### config.mk
export PLATFORM = sky130hd
export DESIGN_NAME = encoder_and_button_event_decoder_core
export DESIGN_NICKNAME = d
export VERILOG_FILES = /design/src/rtl/ebd_pkg.sv /design/src/rtl/ebd_quad.sv /design/src/rtl/ebd_button.sv /design/src/rtl/encoder_and_button_event_decoder_core.sv
export SDC_FILE = /design/constraint.sdc
export NUM_CORES = 1
export LEC_CHECK = 0
export BUFFER_PORTS_ARGS = -buffer_cell sky130_fd_sc_hd__buf_2
export CORE_ASPECT_RATIO = 2
export CORE_MARGIN = 1
export CORE_UTILIZATION = 40
export DETAILED_ROUTE_END_ITERATION = 6
export PLACE_DENSITY_LB_ADDON = 0.2
export SKIP_CTS_REPAIR_TIMING = 1
export SYNTH_ARGS = -nofsm -noshare
export SYNTH_HDL_FRONTEND = slang
export SYNTH_SLANG_ARGS = --single-unit
### constraint.sdc
create_clock -name i_clk -period 7.51 [get_ports i_clk]
set_clock_uncertainty 0.2 [all_clocks]
set_input_delay 0 -clock i_clk [delete_from_list [all_inputs] [get_ports i_clk]]
set_output_delay 0 -clock i_clk [all_outputs]
set_load 0.05 [all_outputs]
### src/rtl/ebd_pkg.sv
// Shared types and constants for the encoder and button event decoder.
`default_nettype none

package ebd_pkg;

    // Result codes
    typedef enum logic [2:0] {
        EV_NONE       = 3'd0,
        EV_CW         = 3'd1,
        EV_CCW        = 3'd2,
        EV_ENC_PRESS  = 3'd3,
        EV_BACK       = 3'd4,
        EV_CLEAR      = 3'd5,
        EV_CLEAR_LONG = 3'd6
    } t_event;

    // Configuration register indexes
    localparam logic [1:0] CFG_DEBOUNCE   = 2'd0;
    localparam logic [1:0] CFG_LONG_PRESS = 2'd1;
    localparam logic [1:0] CFG_DETENT     = 2'd2;

    localparam int CFG_WIDTH = 16;

    localparam logic [7:0]  DEBOUNCE_RST   = 8'd50;
    localparam logic [15:0] LONG_PRESS_RST = 16'd1000;
    localparam logic [3:0]  DETENT_RST     = 4'd4;

    // Gray-code transitions {last phase, new phase}, A in the high bit
    localparam logic [3:0] TR_UP_0 = 4'b0001;
    localparam logic [3:0] TR_UP_1 = 4'b0111;
    localparam logic [3:0] TR_UP_2 = 4'b1110;
    localparam logic [3:0] TR_UP_3 = 4'b1000;
    localparam logic [3:0] TR_DN_0 = 4'b0010;
    localparam logic [3:0] TR_DN_1 = 4'b1011;
    localparam logic [3:0] TR_DN_2 = 4'b1101;
    localparam logic [3:0] TR_DN_3 = 4'b0100;

    // Named buttons: encoder switch, back, clear
    localparam int NAMED_BUTTONS = 3;

    typedef struct packed {
        logic en;          // run the debounce update this beat
        logic take_short;  // short event given, drop it
        logic take_long;   // long event given, drop it
    } t_btn_ctl;

    typedef struct packed {
        logic short_pend;
        logic long_rep;
    } t_btn_stat;

endpackage

`default_nettype wire

### src/rtl/ebd_quad.sv
// Quadrature transition decoder with saturating count and detent poll.
`default_nettype none

module ebd_quad
    import ebd_pkg::*;
(
    input  wire logic       i_clk,
    input  wire logic       i_rst_n,
    input  wire logic       i_step,
    input  wire logic       i_op,
    input  wire logic [1:0] i_phase,
    input  wire logic [3:0] i_cpd,
    output t_event          o_rot
);

    logic        [1:0] r_phase;
    logic signed [7:0] r_count;
    logic signed [7:0] n_count;

    logic        [3:0] w_tr;
    logic signed [8:0] w_sum;
    logic signed [8:0] w_dec;
    logic signed [8:0] w_cpd;
    logic signed [8:0] w_res;

    always_comb begin
        w_tr  = {r_phase, i_phase};
        w_sum = {r_count[7], r_count};
        unique case (w_tr)
            TR_UP_0, TR_UP_1, TR_UP_2, TR_UP_3: w_sum = {r_count[7], r_count} + 9'sd1;
            TR_DN_0, TR_DN_1, TR_DN_2, TR_DN_3: w_sum = {r_count[7], r_count} - 9'sd1;
            default: w_sum = {r_count[7], r_count};
        endcase
        // saturate at the 8-bit signed range
        if (w_sum > 9'sd127) begin
            w_dec = 9'sd127;
        end else if (w_sum < -9'sd128) begin
            w_dec = -9'sd128;
        end else begin
            w_dec = w_sum;
        end
    end

    always_comb begin
        // a detent setting of zero acts as one
        w_cpd = (i_cpd == 4'd0) ? 9'sd1 : $signed({5'b0, i_cpd});
        w_res = w_dec;
        o_rot = EV_NONE;
        if (i_op) begin
            if (w_dec >= w_cpd) begin
                o_rot = EV_CW;
                w_res = w_dec - w_cpd;
            end else if (w_dec <= -w_cpd) begin
                o_rot = EV_CCW;
                w_res = w_dec + w_cpd;
            end
        end
        n_count = w_res[7:0];
    end

    always_ff @(posedge i_clk) begin
        if (!i_rst_n) begin
            r_phase <= 2'b00;
            r_count <= 8'sd0;
        end else if (i_step) begin
            r_phase <= i_phase;
            r_count <= n_count;
        end
    end

endmodule

`default_nettype wire

### src/rtl/ebd_button.sv
// Timestamp debounce and short/long press tracking for one button.
`default_nettype none

module ebd_button
    import ebd_pkg::*;
#(
    parameter bit IS_CLEAR = 1'b0
)
(
    input  wire logic        i_clk,
    input  wire logic        i_rst_n,
    input  wire t_btn_ctl    i_ctl,
    input  wire logic        i_level,
    input  wire logic [31:0] i_now,
    input  wire logic [7:0]  i_debounce,
    input  wire logic [15:0] i_long_ms,
    output t_btn_stat        o_stat
);

    logic        r_level;
    logic [31:0] r_change;
    logic [31:0] r_press;
    logic        r_held;
    logic        r_sp;
    logic        r_lf;
    logic        r_lr;

    logic        n_level;
    logic [31:0] n_change;
    logic [31:0] n_press;
    logic        n_held;
    logic        n_sp;
    logic        n_lf;
    logic        n_lr;

    logic        w_changed;
    logic        w_stable;
    logic        w_down;
    logic [31:0] w_age;
    logic [31:0] w_hold;

    always_comb begin
        n_level  = r_level;
        n_change = r_change;
        n_press  = r_press;
        n_held   = r_held;
        n_sp     = r_sp;
        n_lf     = r_lf;
        n_lr     = r_lr;

        w_changed = (i_level != r_level);
        w_age     = i_now - r_change;
        w_hold    = i_now - r_press;
        // a fresh level change restarts the window, so it is never stable yet
        w_stable  = !w_changed && (w_age > {24'b0, i_debounce});
        w_down    = !i_level;

        if (i_ctl.en) begin
            n_level = i_level;
            if (w_changed) begin
                n_change = i_now;
            end
            if (w_stable) begin
                if (w_down && !r_held && !r_sp) begin
                    n_held  = 1'b1;
                    n_press = i_now;
                end else if (w_down && r_held && !r_lf) begin
                    if (w_hold > {16'b0, i_long_ms}) begin
                        n_lf = 1'b1;
                        if (IS_CLEAR) begin
                            n_lr = 1'b1;
                        end
                    end
                end else if (!w_down && r_held) begin
                    if (!r_lf) begin
                        n_sp = 1'b1;
                    end
                    n_held = 1'b0;
                    n_lf   = 1'b0;
                end
            end
        end
    end

    assign o_stat.short_pend = n_sp;
    assign o_stat.long_rep   = n_lr;

    always_ff @(posedge i_clk) begin
        if (!i_rst_n) begin
            r_level  <= 1'b1;
            r_change <= '0;
            r_press  <= '0;
            r_held   <= 1'b0;
            r_sp     <= 1'b0;
            r_lf     <= 1'b0;
            r_lr     <= 1'b0;
        end else begin
            r_level  <= n_level;
            r_change <= n_change;
            r_press  <= n_press;
            r_held   <= n_held;
            r_sp     <= n_sp & ~i_ctl.take_short;
            r_lf     <= n_lf;
            r_lr     <= n_lr & ~i_ctl.take_long;
        end
    end

endmodule

`default_nettype wire

### src/rtl/encoder_and_button_event_decoder_core.sv
// An accepted input beat passes the input register and then the result register; a stalled output can hold it between.
// Throughput: one beat per cycle unless stalled; the next beat is taken while a result waits in the output register.
// The rate is set by the single state update pass (count, clock, debounce) between the two registers.
// Reset (synchronous, active low) clears count, phase, time and button state; buttons read released.
// Configuration registers reset to debounce 50 ms, long press 1000 ms, 4 counts per detent.
`default_nettype none

module encoder_and_button_event_decoder_core
    import ebd_pkg::*;
#(
    parameter int NUM_BUTTONS = 3
)
(
    input  wire logic                 i_clk,
    input  wire logic                 i_rst_n,
    input  wire logic                 i_in_valid,
    output logic                      o_in_ready,
    input  wire logic                 i_op,
    input  wire logic                 i_enc_a,
    input  wire logic                 i_enc_b,
    input  wire logic                 i_enc_switch,
    input  wire logic                 i_back_level,
    input  wire logic                 i_clear_level,
    output logic                      o_out_valid,
    input  wire logic                 i_out_ready,
    output logic [2:0]                o_event_res,
    input  wire logic                 i_cfg_we,
    input  wire logic [1:0]           i_cfg_index,
    input  wire logic [CFG_WIDTH-1:0] i_cfg_data
);

    // configuration
    logic [7:0]  r_debounce;
    logic [15:0] r_long_ms;
    logic [3:0]  r_cpd;

    // input register
    logic        r_in_valid;
    logic        r_op;
    logic [1:0]  r_phase;
    logic [NAMED_BUTTONS-1:0] r_lvl;

    // time, held as millis_now + 1 so a tick reads it directly
    logic [31:0] r_now;

    // result register
    logic        r_out_valid;
    t_event      r_event;

    logic        w_step;
    logic        w_btn_en;
    t_event      w_rot;
    t_event      w_ev;
    logic [NAMED_BUTTONS-1:0] w_sp;
    logic [NAMED_BUTTONS-1:0] w_lr;
    logic [NAMED_BUTTONS-1:0] w_take_s;
    logic [NAMED_BUTTONS-1:0] w_take_l;

    t_btn_ctl  w_ctl  [NUM_BUTTONS];
    t_btn_stat w_stat [NUM_BUTTONS];

    assign w_step      = r_in_valid && (!r_out_valid || i_out_ready);
    assign o_in_ready  = !r_in_valid || w_step;
    assign o_out_valid = r_out_valid;
    assign o_event_res = r_event;

    always_ff @(posedge i_clk) begin
        if (!i_rst_n) begin
            r_debounce <= DEBOUNCE_RST;
            r_long_ms  <= LONG_PRESS_RST;
            r_cpd      <= DETENT_RST;
        end else if (i_cfg_we) begin
            unique case (i_cfg_index)
                CFG_DEBOUNCE:   r_debounce <= i_cfg_data[7:0];
                CFG_LONG_PRESS: r_long_ms  <= i_cfg_data[15:0];
                CFG_DETENT:     r_cpd      <= i_cfg_data[3:0];
                default: ;
            endcase
        end
    end

    always_ff @(posedge i_clk) begin
        if (!i_rst_n) begin
            r_in_valid <= 1'b0;
        end else if (i_in_valid && o_in_ready) begin
            r_in_valid <= 1'b1;
        end else if (w_step) begin
            r_in_valid <= 1'b0;
        end
    end

    always_ff @(posedge i_clk) begin
        if (i_in_valid && o_in_ready) begin
            r_op    <= i_op;
            r_phase <= {i_enc_a, i_enc_b};
            r_lvl   <= {i_clear_level, i_back_level, i_enc_switch};
        end
    end

    always_ff @(posedge i_clk) begin
        if (!i_rst_n) begin
            r_now <= 32'd1;
        end else if (w_step && r_op) begin
            r_now <= r_now + 32'd1;
        end
    end

    ebd_quad u_quad (
        .i_clk   (i_clk),
        .i_rst_n (i_rst_n),
        .i_step  (w_step),
        .i_op    (r_op),
        .i_phase (r_phase),
        .i_cpd   (r_cpd),
        .o_rot   (w_rot)
    );

    // a detent event skips the buttons for this tick
    assign w_btn_en = w_step && r_op && (w_rot == EV_NONE);

    for (genvar b = 0; b < NUM_BUTTONS; b++) begin : g_btn
        logic w_level;
        if (b < NAMED_BUTTONS) begin : g_named
            assign w_level          = r_lvl[b];
            assign w_ctl[b].take_short = w_take_s[b];
            assign w_ctl[b].take_long  = w_take_l[b];
        end else begin : g_extra
            assign w_level          = 1'b1;
            assign w_ctl[b].take_short = 1'b0;
            assign w_ctl[b].take_long  = 1'b0;
        end
        assign w_ctl[b].en = w_btn_en;

        ebd_button #(
            .IS_CLEAR (b == 2)
        ) u_button (
            .i_clk      (i_clk),
            .i_rst_n    (i_rst_n),
            .i_ctl      (w_ctl[b]),
            .i_level    (w_level),
            .i_now      (r_now),
            .i_debounce (r_debounce),
            .i_long_ms  (r_long_ms),
            .o_stat     (w_stat[b])
        );
    end

    for (genvar k = 0; k < NAMED_BUTTONS; k++) begin : g_named_stat
        if (k < NUM_BUTTONS) begin : g_on
            assign w_sp[k] = w_stat[k].short_pend;
            assign w_lr[k] = w_stat[k].long_rep;
        end else begin : g_off
            assign w_sp[k] = 1'b0;
            assign w_lr[k] = 1'b0;
        end
    end

    // fixed priority: detent rotation, encoder press, back, clear long, clear short
    always_comb begin
        w_ev     = EV_NONE;
        w_take_s = '0;
        w_take_l = '0;
        if (w_step && r_op) begin
            if (w_rot != EV_NONE) begin
                w_ev = w_rot;
            end else if (w_sp[0]) begin
                w_ev        = EV_ENC_PRESS;
                w_take_s[0] = 1'b1;
            end else if (w_sp[1]) begin
                w_ev        = EV_BACK;
                w_take_s[1] = 1'b1;
            end else if (w_lr[2]) begin
                w_ev        = EV_CLEAR_LONG;
                w_take_l[2] = 1'b1;
            end else if (w_sp[2]) begin
                w_ev        = EV_CLEAR;
                w_take_s[2] = 1'b1;
            end
        end
    end

    always_ff @(posedge i_clk) begin
        if (!i_rst_n) begin
            r_out_valid <= 1'b0;
        end else if (w_step) begin
            r_out_valid <= 1'b1;
        end else if (i_out_ready) begin
            r_out_valid <= 1'b0;
        end
    end

    always_ff @(posedge i_clk) begin
        if (w_step) begin
            r_event <= w_ev;
        end
    end

    a_sample_no_event: assert property (@(posedge i_clk) disable iff (!i_rst_n)
        (w_step && !r_op) |=> (o_event_res == EV_NONE))
        else $error("sample-only beat produced an event");

    a_time_holds: assert property (@(posedge i_clk) disable iff (!i_rst_n)
        !(w_step && r_op) |=> $stable(r_now))
        else $error("time advanced without a tick beat");

    a_detent_skips_buttons: assert property (@(posedge i_clk) disable iff (!i_rst_n)
        (w_rot != EV_NONE) |-> !w_btn_en)
        else $error("buttons updated on a detent tick");

    a_stall_only_when_full: assert property (@(posedge i_clk) disable iff (!i_rst_n)
        !o_in_ready |-> (r_in_valid && r_out_valid && !i_out_ready))
        else $error("input stalled with room downstream");

endmodule

`default_nettype wire
==> run summary <==
outcome -> complete, but fails checks
failing checks -> negative hold slack
final worst slack -> 759.7 ps
post-synthesis cell area -> 25,040 sq um
CP required -> 7650 ps
Final Hold Viols -> 1
nets@finish -> 3,701
TritonCTS clock tree -> yes
DR iter-0 viols -> 1,204
Root Buffer -> clkbuf_16
asr flop ratio synth -> 0
register area share after synthesis -> 0.2322
Synthesized Nets -> 3,676
Rel. slew slack -> 0.2769
Post-Route WL -> 86.20 mm
overall power -> 3.780 mW
MaxCap Viol Count -> 0
number of global-route vias before repair -> 24.20k
initial antenna violation count -> 2
Syn. warnings -> 0
port bufs -> 33
unrepaired setup endpoints after global routing -> false
Final Max Slew Viols -> 0
Final setup viols -> 0
htree depth -> 1
vias per cell -> 5.767
die height -> 355.9 microns
DPL Wire Length -> 68.02 mm
Num CTS Buffers -> 29
clock-pin transition on the worst setup and hold timing paths -> 70 ps
largest net degree at the start of global routing -> 98
Startpoint Class -> register
Final Cycle Share -> 0.8988
Hold Slack -> -4.787 ps
All-Layer GR Usage -> 0.2686
synth unique cells -> 101
Setup TNS Final -> 0 ps
cell count after placement -> 4,082
VDD IR max -> 0.0001620 V
pre-CTS WS -> 836.7 ps
DRC Markers -> 0
DR vias -> 24.16k
minimum clock period -> 6750 ps
Core Rows -> 129
Non-Filler Instances -> 4,189
overall die width -> 178.9 microns
gpl congestion -> 1.018
I/O pin total -> 34
Yosys reg bits -> 286
core area -> 61,820 sq um
GR Util met1 -> 0.2391
Wirelength per Cell -> 20.58 microns
placed cell area -> 26,040 sq um
M2 GR Usage -> 0.5423
Post-Synthesis Cells -> 3,354
Worst-Margin Slew -> 1081 ps
drt pass-1 iters -> 6
global routing usage on met3 -> 0.02006
post-layout util -> 0.4454
Cell Pwr Density -> 137.3 nW/um^2
post-route ant nets -> 0
CP Class -> reg2reg
Mapped Avg Cell Area -> 7.467 sq um
Num Clock Sinks -> 286
Max FO, Critical Path -> 9
critical path arrival -> 6890 ps
Post-synth EDFFs -> 9
Starting Density -> 0.4051
Layout area overhead -> 9.943%
die area -> 63,670 sq um
GRT busiest layer -> met2
r2r setup slk -> 760 ps
Critical Path Sink Type -> register
clock buffer depth -> 3
cell area after layout -> 27,530 sq um
Main synth FF type -> dfxtp_1
min-delay worst type -> in2reg
cell leakage power -> 12.15 nW
max frequency -> 148.1 MHz
first-pass GRT wire length -> 131.2 mm
worst skew pair latency -> 590 ps
GR Overflow Total -> 0
layout cells sized above 1 -> 0.06057
-- cell type report --
type,count,area [sq um]
Clock inverter,17,173.9
Clock buffer,36,793.3
Antenna cell,2,5.005
Inverter,283,1070
Multi-Input combinational cell,2630,17510
Sequential cell,286,5816
Tap cell,786,983.4
Timing Repair Buffer,149,1179
Fill cell,6376,34290
-- kinds of logic (layout without fill, tap and decap cells) --
logic type               Yosys count  in the layout  synth area share
buffers and inverters            438            485           0.06895
other                              1              3         0.0001497
AO/OA/AOI/OAI                    923            923            0.2369
multiplexers                     124            124           0.05021
adder cells (fa/ha/maj)          293            293            0.1491
XOR/XNOR                         150            150           0.05306
flip-flops                       286            286            0.2322
AND/OR/NAND/NOR                 1139           1139            0.2094
-- state kept, by name, indices dropped and copies added, names as in the netlist --
name	count
r_cpd	4
g_btn.u_button.r_sp	3
u_quad.r_phase	2
r_in_valid	1
g_btn.u_button.r_held	3
g_btn.u_button.r_lf	3
g_btn.u_button.r_lr	1
r_now	32
g_btn.u_button.r_press	96
r_phase	2
o_event_res	3
r_debounce	8
g_btn.u_button.r_level	3
u_quad.r_count	8
r_op	1
o_out_valid	1
r_long_ms	16
g_btn.u_button.r_change	96
r_lvl	3
-- power by group --
group          switching, mW  internal, mW  total, mW
logic                  0.433         0.252      0.685
registers             0.0209          1.54       1.56
clock network          0.701         0.831       1.53
-- critical path: stages, from the launching register on --
cell and delay [ps]:
edfxtp_1 410, xnor2_1 350, and2_1 410, ha_1 350, o21ai_0 250, o21ai_1 130
a31oi_4 340, nor3_1 80, a21oi_1 110, or3_1 220, a211oi_1 110, a21oi_1 380
inv_1 210, ha_1 350, inv_1 80, o21bai_1 60, a21o_1 200, a21o_1 240
o41ai_2 420, or3b_1 430, or4_1 510, o21bai_2 220, nor2_1 90, buf_4 150
a31o_1 210
-- metal layers --
metal / routed length, microns / up-vias
met5: 0 / -
li1: - / 11940
met3: 2142 / 283
met2: 48140 / 539
met1: 29070 / 11400
met4: 6848 / 0
-- worst paths after layout --
check / from / to / cells past startpoint
worst max-delay path: r_phase[0] / o_event_res[0] / 24
worst min-delay path: i_cfg_data[14] / r_long_ms[14] / 4
worst min register to register: g_btn[1].u_button.r_change[3] / g_btn[1].u_button.r_change[3] / 2
worst max register to register: r_phase[0] / o_event_res[0] / 24
-- layout by cell type (no fill, tap or decap), drive strengths merged, types with 25 or more instances in the layout --
cell type and instances:
nor2 322, nand3 59, mux2i 114, ha 284
nand2b 30, xor2 80, a21oi 345, nor2b 27
nand2 433, clkbuf 36, a21o 64, a211oi 30
buf 97, o211ai 44, nor3 67, a31oi 27
inv 289, dfxtp 277, o21ai 154, xnor2 70
o21a 44, dlygate4sd3 52, nand4 47, and3 25
-- synthesized netlist by cell type, types with 64 or more instances --
library cell / count / area share
clkbuf_1: 119 / 0.018
xnor2_1: 70 / 0.024
a21o_1: 64 / 0.019
inv_1: 282 / 0.042
nor3_1: 65 / 0.013
a21oi_1: 344 / 0.069
nand2_1: 433 / 0.065
o21ai_0: 147 / 0.029
mux2i_1: 114 / 0.046
ha_1: 284 / 0.14
dfxtp_1: 277 / 0.22
nor2_1: 322 / 0.048
xor2_1: 78 / 0.027
Note: power is estimated with default switching activity, not from simulation.
